## src/sv/msw_pkg.sv

```systemverilog
// Shared types, constants and the fixed note table of the melody player.
// Used by the top level and by the shared divider; depends on nothing else.
`timescale 1ns / 1ps

package msw_pkg;

    // Default depth of the note memory.
    localparam int NOTE_ROM_DEPTH_DEF = 104;
    // Entries that the fixed table actually defines.
    localparam int ROM_SIZE = 104;
    // Widest supported note memory address.
    localparam int ROM_ADDR_MAX_W = 10;
    localparam int ROM_WORD_W = 20;

    // Shared divider geometry.
    localparam int DIV_NUM_W = 20;
    localparam int DIV_DEN_W = 13;
    localparam int DIV_CNT_W = 5;
    localparam int DIV_STEPS = 20;

    // Half period numerator: half a second in microseconds.
    localparam logic [DIV_NUM_W-1:0] HP_DIVIDEND = 20'd500000;
    localparam logic [9:0] GAP_MS_RESET = 10'd50;

    // Request kinds.
    localparam logic [1:0] REQ_TICK  = 2'd0;
    localparam logic [1:0] REQ_START = 2'd1;
    localparam logic [1:0] REQ_STOP  = 2'd2;

    typedef struct packed {
        logic                 start;
        logic [DIV_NUM_W-1:0] dividend;
        logic [DIV_DEN_W-1:0] divisor;
    } t_div_req;

    typedef struct packed {
        logic                 done;
        logic [DIV_NUM_W-1:0] quotient;
    } t_div_rsp;

    // Note frequencies in Hz; a zero frequency marks a rest.
    localparam logic [9:0] F_RS  = 10'd0;
    localparam logic [9:0] F_G3  = 10'd196;
    localparam logic [9:0] F_B3  = 10'd247;
    localparam logic [9:0] F_C4  = 10'd262;
    localparam logic [9:0] F_D4  = 10'd294;
    localparam logic [9:0] F_E4  = 10'd330;
    localparam logic [9:0] F_F4  = 10'd349;
    localparam logic [9:0] F_FS4 = 10'd370;
    localparam logic [9:0] F_G4  = 10'd392;
    localparam logic [9:0] F_GS4 = 10'd415;
    localparam logic [9:0] F_A4  = 10'd440;
    localparam logic [9:0] F_B4  = 10'd494;
    localparam logic [9:0] F_C5  = 10'd523;
    localparam logic [9:0] F_AH  = 10'd880;
    localparam logic [9:0] F_AL  = 10'd440;

    localparam logic [9:0] D100 = 10'd100;
    localparam logic [9:0] D200 = 10'd200;
    localparam logic [9:0] D300 = 10'd300;
    localparam logic [9:0] D400 = 10'd400;
    localparam logic [9:0] D800 = 10'd800;

    // Each entry: frequency in bits 19..10, duration in ms in bits 9..0.
    localparam logic [ROM_WORD_W-1:0] NOTE_ROM [0:ROM_SIZE-1] = '{
        // Melody 0
        {F_G4, D200}, {F_RS, D100}, {F_G4, D200}, {F_A4, D200},
        {F_G4, D200}, {F_RS, D100}, {F_C4, D200}, {F_B3, D400},
        {F_G4, D200}, {F_RS, D100}, {F_G4, D200}, {F_A4, D200},
        {F_G4, D200}, {F_RS, D100}, {F_D4, D200}, {F_C4, D400},
        {F_G4, D200}, {F_RS, D100}, {F_G4, D200}, {F_GS4, D200},
        {F_E4, D200}, {F_RS, D100}, {F_C4, D200}, {F_B3, D200},
        {F_A4, D200}, {F_RS, D100}, {F_FS4, D200}, {F_F4, D200},
        {F_E4, D200}, {F_RS, D100}, {F_D4, D200}, {F_C4, D800},
        // Melody 1
        {F_E4, D200}, {F_D4, D200}, {F_C4, D200}, {F_D4, D200},
        {F_E4, D200}, {F_E4, D200}, {F_E4, D400},
        {F_D4, D200}, {F_D4, D200}, {F_D4, D400},
        {F_E4, D200}, {F_G4, D200}, {F_G4, D400},
        {F_E4, D200}, {F_D4, D200}, {F_C4, D200}, {F_D4, D200},
        {F_E4, D200}, {F_E4, D200}, {F_E4, D200}, {F_E4, D400},
        {F_D4, D200}, {F_D4, D200}, {F_E4, D200}, {F_D4, D200},
        {F_C4, D800},
        // Melody 2
        {F_C4, D300}, {F_RS, D100}, {F_D4, D300}, {F_RS, D100},
        {F_E4, D300}, {F_RS, D100}, {F_F4, D300}, {F_RS, D100},
        {F_G4, D300}, {F_RS, D100}, {F_A4, D300}, {F_RS, D100},
        {F_B4, D300}, {F_RS, D100}, {F_C5, D300}, {F_RS, D100},
        // Melody 3
        {F_AH, D200}, {F_AL, D200}, {F_AH, D200}, {F_AL, D200},
        {F_AH, D200}, {F_AL, D200}, {F_AH, D200}, {F_AL, D200},
        {F_AH, D200}, {F_AL, D200}, {F_AH, D200}, {F_AL, D200},
        {F_AH, D200}, {F_AL, D200}, {F_AH, D200}, {F_AL, D200},
        {F_AH, D200}, {F_AL, D200}, {F_AH, D200}, {F_AL, D200},
        {F_AH, D200}, {F_AL, D200}, {F_AH, D200}, {F_AL, D200},
        {F_AH, D200}, {F_AL, D200}, {F_AH, D200}, {F_AL, D200},
        {F_AH, D200}, {F_AL, D200}
    };

    localparam logic [6:0] MEL_BASE [0:3] = '{7'd0, 7'd32, 7'd58, 7'd74};
    localparam logic [5:0] MEL_LEN  [0:3] = '{6'd32, 6'd26, 6'd16, 6'd30};

    // Table word for a memory address; addresses past the table read as a rest of 0 ms.
    function automatic logic [ROM_WORD_W-1:0] rom_entry(input logic [ROM_ADDR_MAX_W-1:0] addr);
        logic [ROM_WORD_W-1:0] word;
        word = '0;
        if (32'(addr) < ROM_SIZE) begin
            word = NOTE_ROM[addr[6:0]];
        end
        return word;
    endfunction

    // Milliseconds to microseconds.
    function automatic logic [19:0] ms_to_us(input logic [9:0] ms);
        return 20'(ms) * 20'd1000;
    endfunction

endpackage

```

## src/sv/msw_ram.sv

```systemverilog
// Generic single-port-write, single-port-read RAM with a registered read.
// Holds the note table of the melody player; no package dependencies.
`timescale 1ns / 1ps

module msw_ram #(
    parameter int WIDTH = 20,
    parameter int DEPTH = 104,
    parameter int ADDR_W = (DEPTH > 1) ? $clog2(DEPTH) : 1
) (
    input  logic              i_clk,
    input  logic              i_we,
    input  logic [ADDR_W-1:0] i_waddr,
    input  logic [WIDTH-1:0]  i_wdata,
    input  logic              i_re,
    input  logic [ADDR_W-1:0] i_raddr,
    output logic [WIDTH-1:0]  o_rdata
);

    logic [WIDTH-1:0] r_mem [0:DEPTH-1];
    logic [WIDTH-1:0] r_rdata;

    // Write port.
    always_ff @(posedge i_clk) begin
        if (i_we) begin
            r_mem[i_waddr] <= i_wdata;
        end
    end

    // Read port; the data holds until the next read.
    always_ff @(posedge i_clk) begin
        if (i_re) begin
            r_rdata <= r_mem[i_raddr];
        end
    end

    assign o_rdata = r_rdata;

endmodule

```

## src/sv/msw_div.sv

```systemverilog
// Restoring divider, one quotient bit per cycle, shared by both note divisions.
// Depends on msw_pkg for its widths and request and response types.
`timescale 1ns / 1ps

module msw_div (
    input  logic              i_clk,
    input  logic              i_rst_n,
    input  msw_pkg::t_div_req i_req,
    output msw_pkg::t_div_rsp o_rsp
);
    import msw_pkg::*;

    logic                 r_busy;
    logic                 r_done;
    logic [DIV_CNT_W-1:0] r_cnt;
    logic [DIV_DEN_W-1:0] r_rem;
    logic [DIV_NUM_W-1:0] r_quo;
    logic [DIV_DEN_W-1:0] r_den;

    logic [DIV_DEN_W:0]   w_rem_sh;
    logic                 w_ge;
    logic [DIV_DEN_W-1:0] w_rem_nx;

    // One trial subtraction of the shifted remainder.
    assign w_rem_sh = {r_rem, r_quo[DIV_NUM_W-1]};
    assign w_ge     = (w_rem_sh >= {1'b0, r_den});
    assign w_rem_nx = w_ge ? DIV_DEN_W'(w_rem_sh - {1'b0, r_den}) : w_rem_sh[DIV_DEN_W-1:0];

    // Control: busy for one step per quotient bit, then a done pulse.
    always_ff @(posedge i_clk) begin
        if (!i_rst_n) begin
            r_busy <= 1'b0;
            r_done <= 1'b0;
            r_cnt  <= '0;
        end else if (i_req.start) begin
            r_busy <= 1'b1;
            r_done <= 1'b0;
            r_cnt  <= '0;
        end else if (r_busy) begin
            r_cnt <= r_cnt + DIV_CNT_W'(1);
            if (r_cnt == DIV_CNT_W'(DIV_STEPS - 1)) begin
                r_busy <= 1'b0;
                r_done <= 1'b1;
            end
        end else begin
            r_done <= 1'b0;
        end
    end

    // Datapath: the dividend shifts out as the quotient shifts in.
    always_ff @(posedge i_clk) begin
        if (i_req.start) begin
            r_rem <= '0;
            r_quo <= i_req.dividend;
            r_den <= i_req.divisor;
        end else if (r_busy) begin
            r_rem <= w_rem_nx;
            r_quo <= {r_quo[DIV_NUM_W-2:0], w_ge};
        end
    end

    assign o_rsp.done     = r_done;
    assign o_rsp.quotient = r_quo;

endmodule

```

## src/sv/melody_square_wave_player.sv

```systemverilog
// Melody player: a tick item passes through the RESP state into the result register.
// A start item, or a tick that ends a note, loads the next note: a note memory read
// (FETCH, then NOTE), plus two divider runs (DIV1, DIV2) for a sounded note.
// One item is in work at a time; the result register frees the input side.
// Reset is synchronous; afterwards the note memory is filled from the table in the
// FILL state, during which no item is taken (gap_ms writes still are).
`timescale 1ns / 1ps

module melody_square_wave_player #(
    parameter int NOTE_ROM_DEPTH = msw_pkg::NOTE_ROM_DEPTH_DEF
) (
    input  logic       i_clk,
    input  logic       i_rst_n,
    input  logic       i_cfg_we,
    input  logic [9:0] i_cfg_wdata,     // gap_ms
    input  logic       s_axis_tvalid,
    output logic       s_axis_tready,
    input  logic [7:0] s_axis_tdata,    // [7:0] melody_id
    input  logic [1:0] s_axis_tuser,    // [1:0] req_type
    output logic       m_axis_tvalid,
    input  logic       m_axis_tready,
    output logic [7:0] m_axis_tdata     // [0] pin_level, [1] busy_res, [6:2] note_number
);
    import msw_pkg::*;

    localparam int ROM_AW = (NOTE_ROM_DEPTH > 1) ? $clog2(NOTE_ROM_DEPTH) : 1;

    // Controller states.
    localparam logic [2:0] ST_FILL  = 3'd0;
    localparam logic [2:0] ST_IDLE  = 3'd1;
    localparam logic [2:0] ST_FETCH = 3'd2;
    localparam logic [2:0] ST_NOTE  = 3'd3;
    localparam logic [2:0] ST_DIV1  = 3'd4;
    localparam logic [2:0] ST_DIV2  = 3'd5;
    localparam logic [2:0] ST_RESP  = 3'd6;

    // Note phases.
    localparam logic [1:0] PH_HIGH = 2'd0;
    localparam logic [1:0] PH_LOW  = 2'd1;
    localparam logic [1:0] PH_GAP  = 2'd2;
    localparam logic [1:0] PH_REST = 2'd3;

    logic [2:0]        r_state,    n_state;
    logic [ROM_AW-1:0] r_fill;
    logic [9:0]        r_gap_ms;
    logic              r_playing,  n_playing;
    logic [1:0]        r_melody,   n_melody;
    logic [4:0]        r_note_idx, n_note_idx;
    logic [1:0]        r_phase,    n_phase;
    logic [19:0]       r_tick_cnt, n_tick_cnt;
    logic [11:0]       r_half_per, n_half_per;
    logic [7:0]        r_loops,    n_loops;
    logic              r_out_valid;
    logic [7:0]        r_out_data;

    logic                  w_rom_re;
    logic [ROM_AW-1:0]     w_rom_raddr;
    logic [ROM_WORD_W-1:0] w_rom_rdata;
    t_div_req              w_div_req;
    t_div_rsp              w_div_rsp;
    logic                  w_accept;

    assign w_accept      = s_axis_tvalid && s_axis_tready;
    assign s_axis_tready = (r_state == ST_IDLE) && (!r_out_valid || m_axis_tready);

    // Note table memory, filled from the package table after reset.
    msw_ram #(
        .WIDTH (ROM_WORD_W),
        .DEPTH (NOTE_ROM_DEPTH)
    ) u_note_rom (
        .i_clk   (i_clk),
        .i_we    (r_state == ST_FILL),
        .i_waddr (r_fill),
        .i_wdata (rom_entry(ROM_ADDR_MAX_W'(r_fill))),
        .i_re    (w_rom_re),
        .i_raddr (w_rom_raddr),
        .o_rdata (w_rom_rdata)
    );

    // Shared divider for half period and loop count.
    msw_div u_div (
        .i_clk   (i_clk),
        .i_rst_n (i_rst_n),
        .i_req   (w_div_req),
        .o_rsp   (w_div_rsp)
    );

    // Playback sequencer.
    always_comb begin
        logic [19:0] tc_dec;
        logic [7:0]  lp_dec;
        logic [4:0]  nidx;
        logic [6:0]  rom_addr;
        logic [11:0] hp_sat;
        logic [7:0]  lp_sat;
        logic        adv;
        logic        stp;

        n_state    = r_state;
        n_playing  = r_playing;
        n_melody   = r_melody;
        n_note_idx = r_note_idx;
        n_phase    = r_phase;
        n_tick_cnt = r_tick_cnt;
        n_half_per = r_half_per;
        n_loops    = r_loops;
        w_rom_re   = 1'b0;
        w_rom_raddr = '0;
        w_div_req  = '0;
        adv        = 1'b0;
        stp        = 1'b0;
        tc_dec     = (r_tick_cnt != 20'd0) ? r_tick_cnt - 20'd1 : r_tick_cnt;
        lp_dec     = (r_loops != 8'd0) ? r_loops - 8'd1 : r_loops;
        nidx       = r_note_idx + 5'd1;
        rom_addr   = MEL_BASE[r_melody] + 7'(r_note_idx);
        hp_sat     = (w_div_rsp.quotient > 20'd4095) ? 12'hFFF : w_div_rsp.quotient[11:0];
        lp_sat     = (w_div_rsp.quotient > 20'd255) ? 8'hFF : w_div_rsp.quotient[7:0];

        case (r_state)
            ST_FILL: begin
                if (r_fill == ROM_AW'(NOTE_ROM_DEPTH - 1)) begin
                    n_state = ST_IDLE;
                end
            end
            ST_IDLE: begin
                if (w_accept) begin
                    n_state = ST_RESP;
                    case (s_axis_tuser)
                        REQ_TICK: begin
                            if (r_playing) begin
                                n_tick_cnt = tc_dec;
                                if (tc_dec == 20'd0) begin
                                    case (r_phase)
                                        PH_HIGH: begin
                                            n_phase    = PH_LOW;
                                            n_tick_cnt = 20'(r_half_per);
                                        end
                                        PH_LOW: begin
                                            n_loops = lp_dec;
                                            if (lp_dec != 8'd0) begin
                                                n_phase    = PH_HIGH;
                                                n_tick_cnt = 20'(r_half_per);
                                            end else if (r_gap_ms != 10'd0) begin
                                                n_phase    = PH_GAP;
                                                n_tick_cnt = ms_to_us(r_gap_ms);
                                            end else begin
                                                adv = 1'b1;
                                            end
                                        end
                                        default: begin
                                            adv = 1'b1;
                                        end
                                    endcase
                                end
                            end
                        end
                        REQ_START: begin
                            if (!r_playing) begin
                                n_melody   = (s_axis_tdata <= 8'd3) ? s_axis_tdata[1:0] : 2'd0;
                                n_playing  = 1'b1;
                                n_note_idx = 5'd0;
                                n_phase    = PH_HIGH;
                                n_tick_cnt = 20'd0;
                                n_half_per = 12'd0;
                                n_loops    = 8'd0;
                                n_state    = ST_FETCH;
                            end
                        end
                        REQ_STOP: begin
                            if (r_playing) begin
                                stp = 1'b1;
                            end
                        end
                        default: begin
                        end
                    endcase
                end
            end
            ST_FETCH: begin
                // End of melody, or an address past the memory, ends playback.
                if ({1'b0, r_note_idx} >= MEL_LEN[r_melody]) begin
                    stp = 1'b1;
                end else if ({25'd0, rom_addr} >= 32'(NOTE_ROM_DEPTH)) begin
                    stp = 1'b1;
                end else begin
                    w_rom_re    = 1'b1;
                    w_rom_raddr = ROM_AW'(rom_addr);
                    n_state     = ST_NOTE;
                end
            end
            ST_NOTE: begin
                if (w_rom_rdata[19:10] == 10'd0) begin
                    if (w_rom_rdata[9:0] != 10'd0) begin
                        n_phase    = PH_REST;
                        n_tick_cnt = ms_to_us(w_rom_rdata[9:0]);
                        n_state    = ST_RESP;
                    end else begin
                        adv = 1'b1;
                    end
                end else begin
                    w_div_req.start    = 1'b1;
                    w_div_req.dividend = HP_DIVIDEND;
                    w_div_req.divisor  = DIV_DEN_W'(w_rom_rdata[19:10]);
                    n_state            = ST_DIV1;
                end
            end
            ST_DIV1: begin
                // Half period known; start the loop count division.
                if (w_div_rsp.done) begin
                    n_half_per         = hp_sat;
                    w_div_req.start    = 1'b1;
                    w_div_req.dividend = ms_to_us(w_rom_rdata[9:0]);
                    w_div_req.divisor  = {hp_sat, 1'b0};
                    n_state            = ST_DIV2;
                end
            end
            ST_DIV2: begin
                if (w_div_rsp.done) begin
                    if (lp_sat != 8'd0) begin
                        n_loops    = lp_sat;
                        n_phase    = PH_HIGH;
                        n_tick_cnt = 20'(r_half_per);
                        n_state    = ST_RESP;
                    end else if (r_gap_ms != 10'd0) begin
                        n_phase    = PH_GAP;
                        n_tick_cnt = ms_to_us(r_gap_ms);
                        n_state    = ST_RESP;
                    end else begin
                        adv = 1'b1;
                    end
                end
            end
            ST_RESP: begin
                n_state = ST_IDLE;
            end
            default: begin
                n_state = ST_IDLE;
            end
        endcase

        // Step to the next note; wrapping past the last index ends playback.
        if (adv) begin
            if (nidx == 5'd0) begin
                stp = 1'b1;
            end else begin
                n_note_idx = nidx;
                n_state    = ST_FETCH;
            end
        end

        if (stp) begin
            n_playing  = 1'b0;
            n_note_idx = 5'd0;
            n_phase    = PH_HIGH;
            n_tick_cnt = 20'd0;
            n_half_per = 12'd0;
            n_loops    = 8'd0;
            n_state    = ST_RESP;
        end
    end

    // State registers and configuration.
    always_ff @(posedge i_clk) begin
        if (!i_rst_n) begin
            r_state    <= ST_FILL;
            r_fill     <= '0;
            r_gap_ms   <= GAP_MS_RESET;
            r_playing  <= 1'b0;
            r_melody   <= 2'd0;
            r_note_idx <= 5'd0;
            r_phase    <= PH_HIGH;
            r_tick_cnt <= 20'd0;
            r_half_per <= 12'd0;
            r_loops    <= 8'd0;
        end else begin
            r_state    <= n_state;
            r_playing  <= n_playing;
            r_melody   <= n_melody;
            r_note_idx <= n_note_idx;
            r_phase    <= n_phase;
            r_tick_cnt <= n_tick_cnt;
            r_half_per <= n_half_per;
            r_loops    <= n_loops;
            if (r_state == ST_FILL) begin
                r_fill <= r_fill + ROM_AW'(1);
            end
            if (i_cfg_we) begin
                r_gap_ms <= i_cfg_wdata;
            end
        end
    end

    // Result register: one item per accepted input item.
    always_ff @(posedge i_clk) begin
        if (!i_rst_n) begin
            r_out_valid <= 1'b0;
        end else if (r_state == ST_RESP) begin
            r_out_valid <= 1'b1;
        end else if (m_axis_tready) begin
            r_out_valid <= 1'b0;
        end
    end

    always_ff @(posedge i_clk) begin
        if (r_state == ST_RESP) begin
            r_out_data <= {1'b0,
                           r_playing ? r_note_idx : 5'd0,
                           r_playing,
                           r_playing && (r_phase == PH_HIGH)};
        end
    end

    assign m_axis_tvalid = r_out_valid;
    assign m_axis_tdata  = r_out_data;

`ifndef SYNTHESIS
    // An accepted item always leaves the idle state.
    a_accept_leaves_idle: assert property (@(posedge i_clk) disable iff (!i_rst_n)
        w_accept |=> (r_state != ST_IDLE))
        else $error("item accepted but sequencer stayed idle");

    // A result never reports a note or a high pin while not playing.
    a_idle_result_clean: assert property (@(posedge i_clk) disable iff (!i_rst_n)
        (m_axis_tvalid && !m_axis_tdata[1]) |-> (m_axis_tdata[6:2] == 5'd0 && !m_axis_tdata[0]))
        else $error("idle result carries note data");

    // The divider only answers while the sequencer waits on it.
    a_div_done_expected: assert property (@(posedge i_clk) disable iff (!i_rst_n)
        w_div_rsp.done |-> (r_state == ST_DIV1 || r_state == ST_DIV2))
        else $error("divider done outside a division state");

    // Between items a playing note always has ticks left in its phase.
    a_phase_has_ticks: assert property (@(posedge i_clk) disable iff (!i_rst_n)
        (r_state == ST_IDLE && r_playing) |-> (r_tick_cnt != 20'd0))
        else $error("playing with an empty phase counter");

    // A new result is produced only when the register is free.
    a_no_result_overrun: assert property (@(posedge i_clk) disable iff (!i_rst_n)
        (r_state == ST_RESP) |-> (!r_out_valid))
        else $error("result register overwritten");
`endif

endmodule

```

## config.mk

```make
export PLATFORM = sky130hd
export DESIGN_NAME = melody_square_wave_player
export DESIGN_NICKNAME = d
export VERILOG_FILES = /design/src/sv/msw_pkg.sv /design/src/sv/msw_ram.sv /design/src/sv/msw_div.sv /design/src/sv/melody_square_wave_player.sv
export SDC_FILE = /design/constraint.sdc
export NUM_CORES = 2
export LEC_CHECK = 0
export BUFFER_PORTS_ARGS = -buffer_cell sky130_fd_sc_hd__buf_2
export CORE_AREA = 3 3 461 463
export DETAILED_ROUTE_END_ITERATION = 8
export DIE_AREA = 0 0 464 466
export GPL_ROUTABILITY_DRIVEN = 0
export GPL_TIMING_DRIVEN = 0
export HOLD_SLACK_MARGIN = 0.05
export SLEW_MARGIN = 0
export SYNTH_ARGS = -nofsm -noshare
export SYNTH_HDL_FRONTEND = slang
export SYNTH_HIERARCHICAL = 1
export SYNTH_SLANG_ARGS = --single-unit
```

## constraint.sdc

```tcl
create_clock -name i_clk -period 7.92 [get_ports i_clk]
set_input_delay 0.792 -clock i_clk [delete_from_list [all_inputs] [get_ports i_clk]]
set_output_delay 0.792 -clock i_clk [all_outputs]
set_load 0.01 [all_outputs]
```

## After elaboration in Yosys (flattened, before gate mapping)

Memory sizes are Yosys's and may differ from the RTL's. A register that Yosys moved wholly into a read port is not among the register bits.
Index checks and enable logic that the tools add are counted.

- Input bits: 25
- Memories: 2
- Flip-flop bits (word level): 131
- Memory bits (writable): 2080
- Logic and storage cells: 217
- Memory bits (read-only): 2560
- Output and inout port bits: 10

Memory list:

| name | words | bits a word | read ports | clocked after Yosys merged registers in | wr ports | RTL line | RTL |
|---|---|---|---|---|---|---|---|
| (no name shown) | 128 | 20 | 1 | 0 | 0 | msw_pkg.sv:108 | `word = NOTE_ROM[addr[6:0]];` |
| u_note_rom.r_mem | 104 | 20 | 1 | 1 | 1 | msw_ram.sv:19 | `logic [WIDTH-1:0] r_mem [0:DEPTH-1];` |

- Order comparisons: 9
- Reduce and logical (&&, ||, !) cells: 31
- Equality and inequality tests: 26
- Mux-type cells: 116
- Bitwise logic cells: 5
- Add/subtract/negate cells: 7
- $mul: 2

Operators by type and width:

| operator | number |
|---|---|
| 20-bit two-way mux | 17 |
| 20-bit one-hot mux with 2 select lines | 2 |
| 8-bit two-way mux | 9 |
| 34-bit two-way mux | 2 |
| 34-bit one-hot mux with 2 select lines | 1 |
| 12-bit two-way mux | 5 |
| 20-bit one-hot mux with 3 select lines | 1 |
| 3-bit two-way mux | 15 |
| 7-bit two-way mux | 5 |
| 10-bit by 7-bit multiplier with 17-bit output (second input constant) | 2 |
| 8-bit one-hot mux with 2 select lines | 2 |
| 5-bit two-way mux | 6 |
| 1-bit two-way mux | 27 |
| 12-bit one-hot mux with 2 select lines | 1 |
| 8-bit nonzero test | 3 |
| 2-bit two-way mux | 11 |
| 20-bit by 12-bit greater-than comparator with 1-bit output (second input constant) | 1 |
| 20-bit by 8-bit greater-than comparator with 1-bit output (second input constant) | 1 |
| 20-bit zero test | 1 |
| 10-bit nonzero test | 2 |
| 20-bit nonzero test | 1 |
| 20-bit by 1-bit subtractor with 20-bit output (second input constant) | 1 |
| 3-bit one-hot mux with 6 select lines | 1 |
| 9-bit AND reduction | 2 |
| 50 further kinds | 77 |

## Logic depth before layout (Yosys ltp)

- Depth after elaboration: 12
- Gate-level depth with buffers: 21
- Gate-level depth less buffers: 20

## By module

The synthesis kept the hierarchy.

Modules (own cells, without submodules):

| module | cells each | seq. area each (um^2) | instances | area each (um^2) |
|---|---|---|---|---|
| msw_ram | 3644 | 63060.5 | 1 | 80312.0 |
| melody_square_wave_player | 1384 | 1631.6 | 1 | 10551.4 |
| msw_div | 268 | 1391.3 | 1 | 3002.9 |

## Worst setup path after synthesis

OpenSTA, ideal clock, no wires.

- Path kind: register to register
- Start point: reg r_fill[0]
- End point: mem u_note_rom.r_mem[0][6], data pin
- Buffers on the path: 1
- Clock period less this slack: 7.184 ns
- Slack: 0.736 ns
- Data required time: 6.835 ns
- Library setup time: 1.085 ns
- Arrival: 6.099 ns
- Stages on the path, launching flop included: 9
- Path through: dfxtp_1 -> clkbuf_1 -> inv_1 -> ha_1 -> nand2_1 -> nor2_1 -> o31ai_1 -> o22ai_1 -> a222oi_1

- Word-level cells in the longest chain between the ends: 5
- Elaborated cells between the ends (all ways): 6
- Classes of those cells: 1 x order compare; 3 x mux; 1 x bitwise; 1 x memory

RTL lines:

| element | RTL line | RTL |
|---|---|---|
| start, declared | melody_square_wave_player.sv:44 | `logic [ROM_AW-1:0] r_fill;` |
| start signal, assigned | melody_square_wave_player.sv:285 | `r_fill <= r_fill + ROM_AW'(1);` |
| 7-bit NOT with 8-bit output (implied by the code) | msw_pkg.sv:108 |  |
| memory read 128 x 20 bit | - |  |
| 20-bit two-way mux (implied by the code) (2 in a row) | msw_pkg.sv:108 |  |
| 20-bit two-way mux * | msw_pkg.sv:107 | `if (32'(addr) < ROM_SIZE) begin` |
| end, declared | msw_ram.sv:19 |  |

Every way passes the cells marked *; elsewhere a longest branch is shown, timed or not. The select of a mux whose other input is x is not followed.

## Worst setup path after layout

- Start point: reg r_melody[0]
- End point: reg u_note_rom.r_rdata[17], in the netlist u_note_rom/o_rdata[17], read port of u_note_rom.r_mem, data pin

- Word-level cells in the longest chain between the ends: 9
- Elaborated cells between the ends (all ways): 16
- Classes of those cells: 1 x add/sub; 2 x order compare; 12 x mux; 1 x bitwise

RTL lines:

| element | RTL line | RTL |
|---|---|---|
| start, declared | melody_square_wave_player.sv:47 | `logic [1:0] r_melody, n_melody;` |
| start signal, assigned | melody_square_wave_player.sv:278 | `r_melody <= n_melody;` |
| 2-bit NOT with 3-bit output (implied by the code) * | melody_square_wave_player.sv:115, melody_square_wave_player.sv:181 |  |
| 7-bit binary-select mux with 2-bit select | melody_square_wave_player.sv:115 | `rom_addr = MEL_BASE[r_melody] + 7'(r_note_idx);` |
| 7-bit two-way mux (implied by the code) (2 in a row) | melody_square_wave_player.sv:115 |  |
| 7-bit by 5-bit adder with 7-bit output | melody_square_wave_player.sv:115 |  |
| 7-bit >= comparator | melody_square_wave_player.sv:183 | `end else if ({25'd0, rom_addr} >= 32'(NOTE_ROM_DEPTH)) begin` |
| 7-bit two-way mux | melody_square_wave_player.sv:183 |  |
| 7-bit two-way mux * | melody_square_wave_player.sv:181 | `if ({1'b0, r_note_idx} >= MEL_LEN[r_melody]) begin` |
| 7-bit two-way mux * | melody_square_wave_player.sv:119 | `case (r_state)` |
| via w_rom_raddr[5] | melody_square_wave_player.sv:57 | `logic [ROM_AW-1:0] w_rom_raddr;` |
| end, declared | msw_ram.sv:20 | `logic [WIDTH-1:0] r_rdata;` |

The timed path passes the listed nets; every way through them passes the cells marked *. The select of a mux whose other input is x is not followed.
A chain may end at the register's enable or synchronous reset.

==> flow_metrics.tcl <==
set metrics [dict create \
    outcome "finished with violations" \
    violations "max-capacitance violations, max-slew violations" \
    crit_required_ns 8.43 \
    nets 6108 \
    min_path_type "primary input to flop" \
    clock_latency_ns 0.87 \
    overflow 0 \
    track_usage 0.267 \
    crit_family "buffers and inverters" \
    timing.slew.headroom -0.0295 \
    final_common_cell "edfxtp_1" \
    synth_cell_types 104 \
    hpwl_mm 198 \
    arrival_ns 8.28 \
    num_vias 54800 \
    whs_ns 0.182 \
    first_global_vias 53200 \
    final.period_utilization 0.981 \
    yosysTopAreaCellShare 0.685 \
    setup_tns_ns 0 \
    floorplan.initialDensity 0.449 \
    drcViolationCount 0 \
    syn_area_per_cell_sq_um 17.7 \
    cts-root-buf "clkbuf_16" \
    crit_chain "inv_1, ha_1, ha_1, clkbuf_1, a21oi_1, xor2_1, a311o_1, a2bb2oi_1, nand2_1, nor2_2, clkdlybuf4s15_1, clkbuf_1, clkbuf_1, o211ai_1, a31oi_2, nand3_1" \
    cp-end-kind "flop" \
    worst_slew_pin_slew_ns 1.54 \
    r2r_cells 16 \
    path_class "flop to flop" \
    hold_viol 0 \
    core_sq_um 209000 \
    synth_enable_flop_cells 2140 \
    period_minus_slack_ns 7.77 \
    cts-buffers-inserted 225 \
    worst-path-stages 16 \
    yosys.area.top_type "edfxtp_1" \
    critPathMaxFanout 10 \
    synth_flop_cell "edfxtp_1" \
    syn2layout_area_growth_pct 15.5 \
    instances_no_fill 8889 \
    powerDensity_nw_per_um2 228 \
    grt_setup_unrepaired "false" \
    ys_seq_area_frac 0.704 \
    cts_max_level 4 \
    grt_max_degree 81 \
    wl_per_cell_um 32.8 \
    drt_first_iter_violations 7611 \
    slowest_delay_ns 0.97 \
    total_power_uw 24700 \
    min_path_cells 3 \
    first_pass_iters 8 \
    cap_violations 2 \
    clock_path_buffers 3 \
    synth_area_sq_um 93900 \
    nFillCells 16900 \
    p_leak_uw 0.0351 \
    placed_cells 8465 \
    vias_per_cell 6.16 \
    final_cell_mix "edfxtp_1, mux4_2, clkbuf_16" \
    fin_util 0.518 \
    critical_path_buf_inv_count 5 \
    synthCells 5296 \
    setup_viol 0 \
    crit_slowest_cell "clkdlybuf4s15_1" \
    max_freq_mhz 129 \
    antenna_found_initial 8 \
    cts_sinks 2231 \
    rows 168 \
    drive_gt1_frac 0.208 \
    finalMaxSlewViolations 21 \
    routed_wl_mm 291 \
    die_y_um 466 \
    grt_pass1_wl_mm 407 \
    ys_warn_count 6 \
    cts_tree "built" \
    clk_pin_slew_ns 0.06 \
    die_area_sq_um 216000 \
    synthTopCellsByArea "edfxtp_1, mux4_2, mux2i_1, dfxtp_1, ha_1" \
    clock_skew_ns 0.0524 \
    cts-hold-fix-buffers 0 \
    path_common_cell "clkbuf_1" \
    port_buffers 32 \
    synth-seq-cells 2231 \
    die_w_um 464 \
    ant_nets 0 \
    synth-async-reset-ratio 0 \
    critPathLaunchType "flop" \
    peakVddDrop_v 0.000234 \
    pin_count 35 \
]
==> layout make-up <==
| type | count | area, sq um | area share |
|---|---|---|---|
| diodes | 7 | 17.5 | 0.000162 |
| repair buffers | 154 | 2110 | 0.0195 |
| inverters | 142 | 533 | 0.00492 |
| clock buffers | 270 | 5860 | 0.0541 |
| flip-flops and latches | 2231 | 66100 | 0.610 |
| well taps | 2805 | 3510 | 0.0324 |
| clock inverters | 146 | 1370 | 0.0127 |
| multi-input cells | 2844 | 27300 | 0.252 |
| plain buffers | 290 | 1590 | 0.0147 |
==> cell families (layout without fill, tap and decap cells) <==
kind of cell,after synthesis,in the layout,share of synthesized area
flops,2231,2231,0.704
simple gates,925,925,0.0474
compound gates,757,757,0.0547
mux,695,695,0.135
buf+inv,432,1002,0.0226
fa+ha+maj,195,195,0.0308
xor+xnor,60,60,0.00560
other cells,1,219,0.0000400
==> metrics by stage <==
stage / instance area (sq um) / worst slack, ns
final: 108000 / 0.153
after global routing: 108000 / 0.321
after CTS: 108000 / 0.297
after detailed placement: 101000 / -0.0222
after global placement: 98300 / -7.30
after floorplan: 94700 / 0.736
==> registers in the layout (all words and copies together) (netlist names), 2 cells and up <==
register / cells
m_axis_tdata: 7
r_gap_ms: 10
r_fill: 7
r_phase: 2
u_div/r_quo: 20
r_state: 3
u_note_rom/o_rdata: 20
r_loops: 8
r_tick_cnt: 20
r_half_per: 12
u_div/r_cnt: 5
r_melody: 2
r_note_idx: 5
u_note_rom/r_mem: 2080
u_div/r_den: 13
u_div/r_rem: 13
==> cells in the mapped netlist, types with 9 or more instances <==
master / number
edfxtp_1: 2140
mux4_2: 453
nor2_1: 280
nand2_1: 222
mux2i_1: 214
a22oi_1: 184
a21oi_1: 149
inv_1: 140
ha_1: 135
clkbuf_1: 129
o21ai_0: 123
nand3_1: 111
dfxtp_1: 91
buf_2: 74
nor3_1: 61
fa_1: 60
nor2b_1: 47
a211oi_1: 46
nand4_1: 36
buf_4: 35
xnor2_1: 33
a31oi_1: 32
o22ai_1: 29
and2_1: 28
mux2_2: 28
buf_6: 27
xor2_1: 27
nand2b_1: 22
a221oi_1: 19
and3_1: 19
o211ai_1: 19
nor4_1: 17
buf_1: 16
or3_1: 16
o31ai_1: 15
o21a_1: 14
a21o_1: 11
or2_2: 11
a211o_1: 9
a32oi_1: 9
o21ai_1: 9
==> where the power goes <==
group / switching (uW) / internal (uW)
combinational: 812 / 385
sequential: 24.9 / 13000
clock: 4540 / 5920
total: 5380 / 19300
==> repair_timing <==
action,CTS,global route
resized for setup,1,3
buffers inserted,0,0
endpoints found under the setup margin,1,1
==> worst reg2reg max path: stages (launching register included) <==
cell and delay (ns):
dfxtp_1 0.38, inv_1 0.11, ha_1 0.21, ha_1 0.26, clkbuf_1 0.17, a21oi_1 0.18
xor2_1 0.24, a311o_1 0.16, a2bb2oi_1 0.38, nand2_1 0.24, nor2_2 0.81, clkdlybuf4s15_1 0.99
clkbuf_1 0.85, clkbuf_1 0.97, o211ai_1 0.44, a31oi_2 0.82, nand3_1 0.24
==> routing by layer <==
layer	global-route usage	wire [um]	up-vias
met5	0	10	-
li1	-	-	22400
met3	0.0712	31900	632
met4	0.115	14800	2
met1	0.354	110000	28600
met2	0.418	135000	3162
==> path summary, 6_finish.rpt <==
check	from	end	slack (ns)
worst max-delay path	r_melody[0]	u_note_rom/o_rdata[17]	0.15
worst min-delay path	i_cfg_wdata[5]	r_gap_ms[5]	0.18
worst max register to register	r_melody[0]	u_note_rom/o_rdata[17]	0.15
worst min register to register	r_half_per[1]	r_half_per[1]	0.50
No activity file was read; power rests on OpenSTA's default activity.
